**config.mk**
```make
export PLATFORM = sky130hd
export DESIGN_NAME = heartbeat_client_table
export DESIGN_NICKNAME = d
export VERILOG_FILES = /design/src/design/hct_pkg.sv /design/src/design/hct_cell.sv /design/src/design/heartbeat_client_table.sv
export SDC_FILE = /design/constraint.sdc
export NUM_CORES = 2
export LEC_CHECK = 0
export BUFFER_PORTS_ARGS = -buffer_cell sky130_fd_sc_hd__buf_2
export CELL_PAD_IN_SITES_DETAIL_PLACEMENT = 0
export CELL_PAD_IN_SITES_GLOBAL_PLACEMENT = 1
export CORE_MARGIN = 3
export CORE_UTILIZATION = 30
export CTS_CLUSTER_SIZE = 16
export DETAILED_ROUTE_END_ITERATION = 7
export PLACE_DENSITY = 0.61
export SLEW_MARGIN = 20
export SYNTH_ARGS = -nofsm -noshare
export SYNTH_HDL_FRONTEND = slang
export SYNTH_HIERARCHICAL = 1
export SYNTH_SLANG_ARGS = --single-unit
```
**constraint.sdc**
```tcl
create_clock -name clk -period 6.7 [get_ports clk]
set_clock_uncertainty 0.15 [all_clocks]
set_input_delay 0 -clock clk [delete_from_list [all_inputs] [get_ports clk]]
set_output_delay 0 -clock clk [all_outputs]
set_load 0.05 [all_outputs]
```
**src/design/hct_pkg.sv**
```systemverilog
`timescale 1ns / 1ps

package hct_pkg;

  localparam int CNT_W   = 5;
  localparam int ID_W    = 22;
  localparam int ST_W    = 4;
  localparam int TIME_W  = 32;
  localparam int TMO_W   = 16;
  localparam int CFG_IDX_W  = 4;
  localparam int CFG_DATA_W = 16;

  // event kinds
  localparam logic [2:0] EV_ADDED     = 3'd0;
  localparam logic [2:0] EV_KNOWN     = 3'd1;
  localparam logic [2:0] EV_UNREG     = 3'd2;
  localparam logic [2:0] EV_OFFLINE   = 3'd3;
  localparam logic [2:0] EV_EVICTED   = 3'd4;
  localparam logic [2:0] EV_SWEEPDONE = 3'd5;

  // commands
  localparam logic CMD_STATUS = 1'b0;
  localparam logic CMD_SWEEP  = 1'b1;

  // register indexes
  localparam logic [CFG_IDX_W-1:0] CFG_IDLE_TIMEOUT = 4'd0;
  localparam logic [CFG_IDX_W-1:0] CFG_OFFLINE_CODE = 4'd1;

  typedef struct packed {
    logic              command;
    logic [ID_W-1:0]   client_id;
    logic [ST_W-1:0]   status_code;
    logic [TIME_W-1:0] now_time;
  } hct_in_t;

  typedef struct packed {
    logic [2:0]       event_kind;
    logic [CNT_W-1:0] slot_index;
    logic [ID_W-1:0]  client_out;
    logic [ST_W-1:0]  status_out;
    logic [CNT_W-1:0] active_count;
    logic             last_result;
  } hct_out_t;

  // per-cell update controls, mutually exclusive
  typedef struct packed {
    logic load;   // take new id and time
    logic touch;  // refresh time only
    logic shift;  // take neighbor's contents
  } hct_cell_ctl_t;

endpackage

```
**src/design/hct_cell.sv**
```systemverilog
`timescale 1ns / 1ps

module hct_cell
  import hct_pkg::*;
(
  input  logic              clk,
  input  hct_cell_ctl_t     ctl,
  input  logic [ID_W-1:0]   query_id,
  input  logic [TIME_W-1:0] now_time,
  input  logic [TMO_W-1:0]  timeout,
  input  logic [ID_W-1:0]   nb_id,
  input  logic [TIME_W-1:0] nb_heard,
  output logic [ID_W-1:0]   id_o,
  output logic [TIME_W-1:0] heard_o,
  output logic              match_o,
  output logic              idle_o
);

  logic [ID_W-1:0]   id_r,    id_nxt;
  logic [TIME_W-1:0] heard_r, heard_nxt;
  logic [TIME_W-1:0] silence;

  always_comb begin
    id_nxt    = id_r;
    heard_nxt = heard_r;
    if (ctl.shift) begin
      id_nxt    = nb_id;
      heard_nxt = nb_heard;
    end else if (ctl.load) begin
      id_nxt    = query_id;
      heard_nxt = now_time;
    end else if (ctl.touch) begin
      heard_nxt = now_time;
    end
  end

  always_ff @(posedge clk) begin
    id_r    <= id_nxt;
    heard_r <= heard_nxt;
  end

  // wrapping difference
  assign silence = now_time - heard_r;
  assign idle_o  = silence > {{(TIME_W-TMO_W){1'b0}}, timeout};
  assign match_o = id_r == query_id;
  assign id_o    = id_r;
  assign heard_o = heard_r;

endmodule

```
**src/design/heartbeat_client_table.sv**
```systemverilog
`timescale 1ns / 1ps

// Heartbeat client table: a compact, ordered table of up to SLOTS client ids,
// each kept in its own cell together with the time it was last heard from.
// Start a command while busy is low. For a status message, its one result
// shows on out_data with out_valid for one cycle, registered from the
// message state, and busy is low again in that same cycle. A sweep walks
// a single scan pointer down the row of cells, one cell per cycle; the
// pointer stays on a slot after an eviction, as the next entry slides in.
// It stays busy until it gives its final done result. It gives one result
// per eviction plus that done result, at most one result per cycle.
// Results are never held: out_valid is a strobe and the receiver must take
// every item in the cycle it appears. Removing an entry shifts every cell
// above it down by one, so the table stays packed. Configuration writes
// are always ready and should only be issued while busy is low.
module heartbeat_client_table
  import hct_pkg::*;
#(
  parameter int SLOTS = 16
)(
  input  logic                  clk,
  input  logic                  rst_n,
  input  logic                  start,
  output logic                  busy,
  input  hct_in_t               in_data,
  output logic                  out_valid,
  output hct_out_t              out_data,
  input  logic                  cfg_valid,
  output logic                  cfg_ready,
  input  logic [CFG_IDX_W-1:0]  cfg_index,
  input  logic [CFG_DATA_W-1:0] cfg_data
);

  localparam logic [CNT_W-1:0] SLOTS_C = CNT_W'(SLOTS);

  typedef enum logic [1:0] {ST_IDLE, ST_MSG, ST_SWEEP} state_t;

  state_t            state_r;
  logic [CNT_W-1:0]  cnt_r, cnt_nxt;
  logic [CNT_W-1:0]  ptr_r, ptr_nxt;
  logic [ID_W-1:0]   id_r;
  logic [ST_W-1:0]   status_r;
  logic [TIME_W-1:0] now_r;
  logic [TMO_W-1:0]  timeout_r;
  logic [ST_W-1:0]   offline_r;
  logic              out_valid_r;
  hct_out_t          out_data_r;

  // cell row
  hct_cell_ctl_t     cell_ctl   [SLOTS];
  logic [ID_W-1:0]   cell_id    [SLOTS];
  logic [TIME_W-1:0] cell_heard [SLOTS];
  logic [SLOTS-1:0]  cell_match;
  logic [SLOTS-1:0]  cell_idle;

  // decision signals
  logic              hit;
  logic [CNT_W-1:0]  hit_idx;
  logic              sel_idle;
  logic [ID_W-1:0]   sel_id;
  logic              rm_en;
  logic [CNT_W-1:0]  rm_idx;
  logic              app_en;
  logic              touch_en;
  logic              ev_valid;
  logic              sweep_end;
  hct_out_t          ev;

  genvar g;
  generate
    for (g = 0; g < SLOTS; g++) begin : g_cell
      logic [ID_W-1:0]   nb_id;
      logic [TIME_W-1:0] nb_heard;
      if (g < SLOTS - 1) begin : g_nb
        assign nb_id    = cell_id[g+1];
        assign nb_heard = cell_heard[g+1];
      end else begin : g_top
        // top cell never shifts
        assign nb_id    = cell_id[g];
        assign nb_heard = cell_heard[g];
      end
      hct_cell u_cell (
        .clk      (clk),
        .ctl      (cell_ctl[g]),
        .query_id (id_r),
        .now_time (now_r),
        .timeout  (timeout_r),
        .nb_id    (nb_id),
        .nb_heard (nb_heard),
        .id_o     (cell_id[g]),
        .heard_o  (cell_heard[g]),
        .match_o  (cell_match[g]),
        .idle_o   (cell_idle[g])
      );
    end
  endgenerate

  always_comb begin
    // lowest occupied slot that matches
    hit     = 1'b0;
    hit_idx = '0;
    for (int j = SLOTS - 1; j >= 0; j--) begin
      if (cell_match[j] && (CNT_W'(j) < cnt_r)) begin
        hit     = 1'b1;
        hit_idx = CNT_W'(j);
      end
    end
    // cell under the scan pointer
    sel_idle = 1'b0;
    sel_id   = '0;
    for (int j = 0; j < SLOTS; j++) begin
      if (CNT_W'(j) == ptr_r) begin
        sel_idle = cell_idle[j];
        sel_id   = cell_id[j];
      end
    end

    rm_en     = 1'b0;
    rm_idx    = hit_idx;
    app_en    = 1'b0;
    touch_en  = 1'b0;
    ev_valid  = 1'b0;
    sweep_end = 1'b0;
    cnt_nxt   = cnt_r;
    ptr_nxt   = ptr_r;
    ev        = '0;

    case (state_r)
      ST_IDLE: begin
        // scan starts at the bottom cell
        ptr_nxt = '0;
      end
      ST_MSG: begin
        ev_valid       = 1'b1;
        ev.client_out  = id_r;
        ev.status_out  = status_r;
        ev.last_result = 1'b1;
        if (hit) begin
          ev.slot_index = hit_idx;
          if (status_r == offline_r) begin
            rm_en         = 1'b1;
            cnt_nxt       = cnt_r - CNT_W'(1);
            ev.event_kind = EV_OFFLINE;
          end else begin
            touch_en      = 1'b1;
            ev.event_kind = EV_KNOWN;
          end
        end else if (status_r == '0 && cnt_r < SLOTS_C) begin
          app_en        = 1'b1;
          cnt_nxt       = cnt_r + CNT_W'(1);
          ev.slot_index = cnt_r;
          ev.event_kind = EV_ADDED;
        end else begin
          ev.slot_index = SLOTS_C;
          ev.event_kind = EV_UNREG;
        end
      end
      ST_SWEEP: begin
        rm_idx = ptr_r;
        if (ptr_r < cnt_r) begin
          if (sel_idle) begin
            // evict; next entry slides into this slot, pointer stays
            rm_en         = 1'b1;
            cnt_nxt       = cnt_r - CNT_W'(1);
            ev_valid      = 1'b1;
            ev.event_kind = EV_EVICTED;
            ev.slot_index = ptr_r;
            ev.client_out = sel_id;
          end else begin
            ptr_nxt = ptr_r + CNT_W'(1);
          end
        end else begin
          sweep_end      = 1'b1;
          ev_valid       = 1'b1;
          ev.event_kind  = EV_SWEEPDONE;
          ev.slot_index  = SLOTS_C;
          ev.last_result = 1'b1;
        end
      end
      default: begin
      end
    endcase
    ev.active_count = cnt_nxt;

    for (int j = 0; j < SLOTS; j++) begin
      cell_ctl[j].load  = app_en && (CNT_W'(j) == cnt_r);
      cell_ctl[j].touch = touch_en && (CNT_W'(j) == hit_idx);
      cell_ctl[j].shift = rm_en && (CNT_W'(j) >= rm_idx) && (j < SLOTS - 1);
    end
  end

  always_ff @(posedge clk) begin
    if (!rst_n) begin
      state_r     <= ST_IDLE;
      cnt_r       <= '0;
      ptr_r       <= '0;
      out_valid_r <= 1'b0;
      out_data_r  <= '0;
      timeout_r   <= TMO_W'(35);
      offline_r   <= ST_W'(6);
    end else begin
      out_valid_r <= ev_valid;
      out_data_r  <= ev;
      cnt_r       <= cnt_nxt;
      ptr_r       <= ptr_nxt;
      case (state_r)
        ST_IDLE: begin
          if (start) begin
            state_r <= (in_data.command == CMD_SWEEP) ? ST_SWEEP : ST_MSG;
          end
        end
        ST_MSG: begin
          state_r <= ST_IDLE;
        end
        ST_SWEEP: begin
          if (sweep_end) begin
            state_r <= ST_IDLE;
          end
        end
        default: begin
          state_r <= ST_IDLE;
        end
      endcase
      if (cfg_valid) begin
        case (cfg_index)
          CFG_IDLE_TIMEOUT: timeout_r <= cfg_data;
          CFG_OFFLINE_CODE: offline_r <= cfg_data[ST_W-1:0];
          default: begin
          end
        endcase
      end
    end
  end

  // item registers need no reset
  always_ff @(posedge clk) begin
    if (start && state_r == ST_IDLE) begin
      id_r     <= in_data.client_id;
      status_r <= in_data.status_code;
      now_r    <= in_data.now_time;
    end
  end

  assign busy      = state_r != ST_IDLE;
  assign out_valid = out_valid_r;
  assign out_data  = out_data_r;
  assign cfg_ready = 1'b1;

  // table never overfills
  a_count_bound: assert property (@(posedge clk) disable iff (!rst_n)
    cnt_r <= SLOTS_C)
    else $error("entry count above table size");

  // only evictions are non-final results
  a_last_kind: assert property (@(posedge clk) disable iff (!rst_n)
    out_valid && out_data.event_kind != EV_EVICTED |-> out_data.last_result)
    else $error("final flag missing on result");

  // returning to idle always coincides with the final result
  a_idle_final: assert property (@(posedge clk) disable iff (!rst_n)
    $fell(busy) && $past(rst_n) |-> out_valid && out_data.last_result)
    else $error("went idle without final result");

  // final result means the block is ready again
  a_final_idle: assert property (@(posedge clk) disable iff (!rst_n)
    out_valid && out_data.last_result |-> !busy)
    else $error("still busy after final result");

endmodule

```
==> Word level (Yosys, flattened, before mapping) <==
Index checks and enable logic that the tools add are counted.
{ "totals": {"out_inout_bits": 43, "word_cells": 475, "in_bits": 83, "regBits": 990} }
{ "classes": {"n_eq_ne": 72, "n_reduce_logical": 111, "n_addsub": 19, "n_lt_le_gt_ge": 49, "muxes": 178} }
{ "ops": {"columns": ["cell", "count"], "rows": [
  ["two-way mux 32 bit", 47],
  ["two-way mux 22 bit", 47],
  ["> comparator 32 x 16 -> 1 bit", 16],
  ["subtractor 32 bit", 16],
  ["equality test 22 bit", 16],
  ["equality test 4 x 5 -> 1 bit (first input constant)", 24],
  ["two-way mux 5 bit", 15],
  ["logical AND 1 bit", 65],
  ["equality test 3 x 5 -> 1 bit (first input constant)", 12],
  ["case mux 30 bit (2 select lines)", 1],
  ["two-way mux 1 bit", 45],
  ["nonzero test 3 bit", 15],
  ["< comparator 4 x 5 -> 1 bit (first input constant)", 8],
  ["nonzero test 2 bit", 19],
  ["two-way mux 4 bit", 9],
  [">= comparator 4 x 5 -> 1 bit (first input constant)", 7],
  ["equality test 2 x 5 -> 1 bit (first input constant)", 6],
  ["two-way mux 30 bit", 1],
  [">= comparator 3 x 5 -> 1 bit (first input constant)", 4],
  ["< comparator 3 x 5 -> 1 bit (first input constant)", 4],
  ["case mux 5 bit (2 select lines)", 2],
  ["two-way mux 8 bit", 2],
  ["equality test 1 x 5 -> 1 bit (first input constant)", 3],
  ["logical NOT 5 bit", 3],
  ["other kinds (23)", 42]
]} }

==> Longest topological paths before layout <==
{ "logic_depth": {"word_depth": 24, "depth_mapped": 32, "depth_no_buf": 30} }

==> Modules after synthesis <==
The synthesis kept the hierarchy.
{ "by_module_without_submodules": {"columns": ["mod", "area_per_inst_um2", "cells_each", "seq_area_each_um2", "instances"], "rows": [
  ["hct_cell (g_cell[0].u_cell ...)", 4749.6, 490, 1621.6, 13],
  ["hct_cell (g_cell[8].u_cell ...)", 5193.7, 539, 1621.6, 2],
  ["heartbeat_client_table", 9026.2, 1119, 3103.0, 1],
  ["hct_cell (g_cell[13].u_cell)", 4901.0, 503, 1621.6, 1]
]} }

==> Least setup slack after synthesis <==
No wires, ideal clock.
{ "synth_path": {"path_type": "register -> register", "from": "register now_r[1]", "to": "register g_cell[2].u_cell.heard_r[0], enable pin", "t_arrival_ps": 6454, "setup_slack_ps": -318, "setup_ps": 414, "n_path_buf": 1, "stages_incl_launch_ff": 28, "required_time_ps": 6136, "cell_sequence": "edfxtp_1 inv_1 fa_1 nand2b_1 a21oi_1 o21ai_0 nand2_1 a31oi_1 o21ai_0 xor2_1 ha_1 nand4_1 nor3_1 a221oi_1 a2bb2oi_1 nand4_1 nor4_1 nand4b_1 or4_1 a21o_1 a32oi_1 o311ai_1 o21bai_2 o21a_1 nor3_1 and2_1 buf_1 or3_1"} }
{ "synth_rtl": {"columns": ["item", "line_no", "rtl"], "rows": [
  ["from (decl)", "heartbeat_client_table.sv:43", "logic [TIME_W-1:0] now_r;"],
  ["from (signal assigned)", "heartbeat_client_table.sv:240", "now_r <= in_data.now_time;"],
  ["to (signal assigned)", "hct_cell.sv:39", "heard_r <= heard_nxt;"],
  ["to (decl)", "hct_cell.sv:20", "logic [TIME_W-1:0] heard_r, heard_nxt;"]
]} }

==> metrics.md <==
| Metric | Value |
|---|---|
| Adder-cell share of the synthesized area | `0.1155` |
| Complex-gate fraction of the synthesized area | `0.1769` |
| Initial antenna violation count | `25` |
| Tcrit/Tclk final | `1.020` |
| Yosys reg bits | `about 1000` |
| Total Power | `between 0.015 and 0.02 W` |
| Worst-path clk slew | `around 0.060 ns` |
| Gr usage total | `0.2376` |
| Sequential Area | `just under 30000 um2` |
| Detailed-route DRC error count | `0` |
| Cells after DPL | `approximately 14000` |
| Post-synth top cells | `922 x edfxtp_1, 902 x inv_1, 836 x mux2_2` |
| Cell Rows | `between 150 and 200` |
| Startpoint Class | `flop` |
| CP max stage delay | `~0.41 ns` |
| Synth Instances | `about 9100` |
| Global placer's final weighted congestion | `a little over 0.9` |
| Die footprint | `roughly 300000 um2` |
| # setup viols final | `~1000` |
| Crit path max fanout | `34` |
| Post-synth top area share | `0.3217` |
| MaxCap Viol Count | `0` |
| DR vias | `between 70000 and 80000` |
| Multi-input gate area | `around 55000 um2` |
| Worst-skew pair later-pin latency | `0.80 ns` |
| DP HPWL | `282600 um` |
| Num ports | `about 130` |
| Hold_ws | `roughly 0.086 ns` |
| Fill count | `between 20000 and 30000` |
| Initial Utilization | `0.3017` |
| Pleak | `44.59 nW` |
| Asr flop ratio synth | `0` |
| Post-Synthesis Cell Area | `86060 um2` |
| EDFF count, synth | `just over 900` |
| CTS tree | `yes` |
| Routed len/inst | `about 25 um` |
| Violation count after the first detailed-route iteration | `around 6300` |
| Setup slack at placement | `-0.9642 ns` |
| Largest cells by area after synthesis | `edfxtp_1 32%, ha_1 11%, mux2_2 11%, xor2_1 4.6%, inv_1 3.9%` |
| Sequential-to-total area share from yosys stat | `0.3375` |
| CTS sink cnt | `990` |
| P per Cell Area | `roughly 170 nW/um2` |
| Min cycle time layout | `between 6 and 7 ns` |
| Core ar. | `285200 um2` |
| Leading area contributor after synthesis | `edfxtp_1` |
| Final TNS setup | `-59.91 ns` |
| First-pass GRT wire length | `525500 um` |
| Crit-path slowest cell | `edfxtp_1` |
| Buffers added on ports | `around 120` |
| Vias in the first global route | `78050` |
| Synth warn | `6` |
| Final std cells w/o fill | `roughly 14000` |
| Worst Path Required | `slightly above 7 ns` |
| Outcome | `finished with violations` |
| Total CTS buffers | `approximately 120` |
| Largest net degree at the start of global routing | `61` |
| Routed Antenna Nets | `0` |
| CTS Buffer Depth | `3` |
| Drt via density | `approximately 5.4` |
| Floorplan die width | `541.6 um` |
| Mux cell area share after synthesis | `0.1140` |
| Critical path class | `reg -> reg` |
| Layout cells sized above 1 | `0.2894` |
| Syn avg cell area | `~9.5 um2` |
| Synth cell types | `roughly 120` |
| CTS root buffer | `clkbuf_16` |
| XOR/XNOR Fraction of Synth Area | `0.07348` |
| Area growth, synth to finish | `29.02%` |
| Worst Tran Pin Value | `~1.2 ns` |
| WL final | `363000 um` |
| Critical path origin | `now_r[4]` |
| Relative slew slack | `0.2048` |
| Global route total overflow | `0` |
| Count leader, synth | `edfxtp_1` |
| Arrival @ worst endpoint | `~7.2 ns` |
| Crit end category | `flop` |
| Worst Hold Class | `in -> reg` |
| Die Ht | `around 540 um` |
| RSZ-0062 raised after global routing | `true` |
| Main combinational cell family by area after synthesis | `compound AO/OA/AOI/OAI gates` |
| Max-slew violation count | `0` |
| Worst R2R Start | `now_r[4]` |
| Main synth FF type | `edfxtp_1` |
| Worst setup margin | `-0.1340 ns` |
| Failing checks | `negative setup slack` |
| Achievable Freq | `~150 MHz` |
| Nets@finish | `11480` |
| DR pass1 iterations | `6` |
| Peak supply drop | `approximately 240 uV` |
| H-tree depth | `3` |
| Final Hold Viols | `0` |
| Synth Area in Simple Gates | `0.1244` |
| HP Start | `in_data[1]` |
-- routing by layer --
layer  up-vias  global-route usage  part of all wire
met3       501             0.02695             0.051
met2      2446              0.3966              0.47
met4         0             0.07872             0.037
li1      36790                   -                 -
met5         -                   0                 0
met1     38750              0.3188              0.44
-- state kept, by name, summed over array words and instances (netlist names) --
register and count:
now_r 32, state_r 2, timeout_r 16, ptr_r 5, status_r 4, out_data 40, id_r 22, g_cell.u_cell/heard_o 512
offline_r 4, out_valid 1, g_cell.u_cell/id_o 352
-- cell families (layout without fill, tap and decap cells) --
logic type      Yosys count  in the layout
buf+inv                1255           2890
other cells               2             21
compound gates         2290           2290
fa+ha+maj               785            785
mux                     875            875
xor+xnor                722            722
simple gates           2151           2156
flops                   990            990
-- worst max-delay path, delay by kind of cell, from the launching register on --
family	cells	cell delay, ns
AO/OA/AOI/OAI	12	2.15
AND/OR/NAND/NOR	9	1.69
buffers and inverters	6	1.02
adder cells (fa/ha/maj)	2	0.53
flip-flops	1	0.41
multiplexers	1	0.37
XOR/XNOR	1	0.16
-- cell type report --
type,instances,area share
diodes,16,0.0003606
clock buffers,143,0.02780
clock inverters,78,0.008328
inverters,903,0.03069
multi-input cells,6833,0.4913
flip-flops and latches,990,0.2618
well taps,3762,0.04239
repair buffers,1766,0.1374
-- cells in the final DEF, fill, tap and decap left out, types with 66 or more instances in the layout --
cell type,n
a211oi_1,124
a21o_1,228
a21oi_1,624
a31oi_1,67
buf_12,108
buf_2,124
buf_4,1302
clkbuf_16,120
dlygate4sd3_1,187
edfxtp_1,922
ha_1,726
inv_1,895
mux2_2,763
mux2_4,73
nand2_1,665
nand3_1,206
nand4_1,236
nor2_1,391
nor3_1,88
nor4_1,107
o211ai_1,66
o21a_1,84
o21ai_0,287
o21ai_1,86
xnor2_1,271
xor2_1,446
-- power by group --
part / internal (W) / switching, W
clock network: 0.00387 / 0.00290
logic: 0.00241 / 0.00290
registers: 0.00690 / 0.000129
total: 0.0132 / 0.00593
-- what timing repair did --
item                                    4_1_cts  5_1_grt
hold endpoints to repair                    156        0
resized for setup                           371      177
pin swaps                                   118       97
buffers inserted                             71       27
gates cloned                                 14        5
endpoints found under the setup margin     1657     1647
hold buffers                                187        0
-- per-stage QoR --
step / instance area [um2] / util
after global placement: 101500 / 0.3559
after CTS: 110000 / 0.3855
after detailed placement: 101500 / 0.3559
final: 111000 / 0.3893
after floorplan: 86170 / -
after global routing: 111000 / 0.3892
-- worst paths after layout --
kind	to	slack, ns	cells after the start
max reg2reg	g_cell[9].u_cell/heard_o[12]	-0.13	31
min reg2reg	offline_r[2]	0.36	2
max	g_cell[9].u_cell/heard_o[12]	-0.13	31
min	now_r[1]	0.09	2
(Power assumes the default switching activity.)
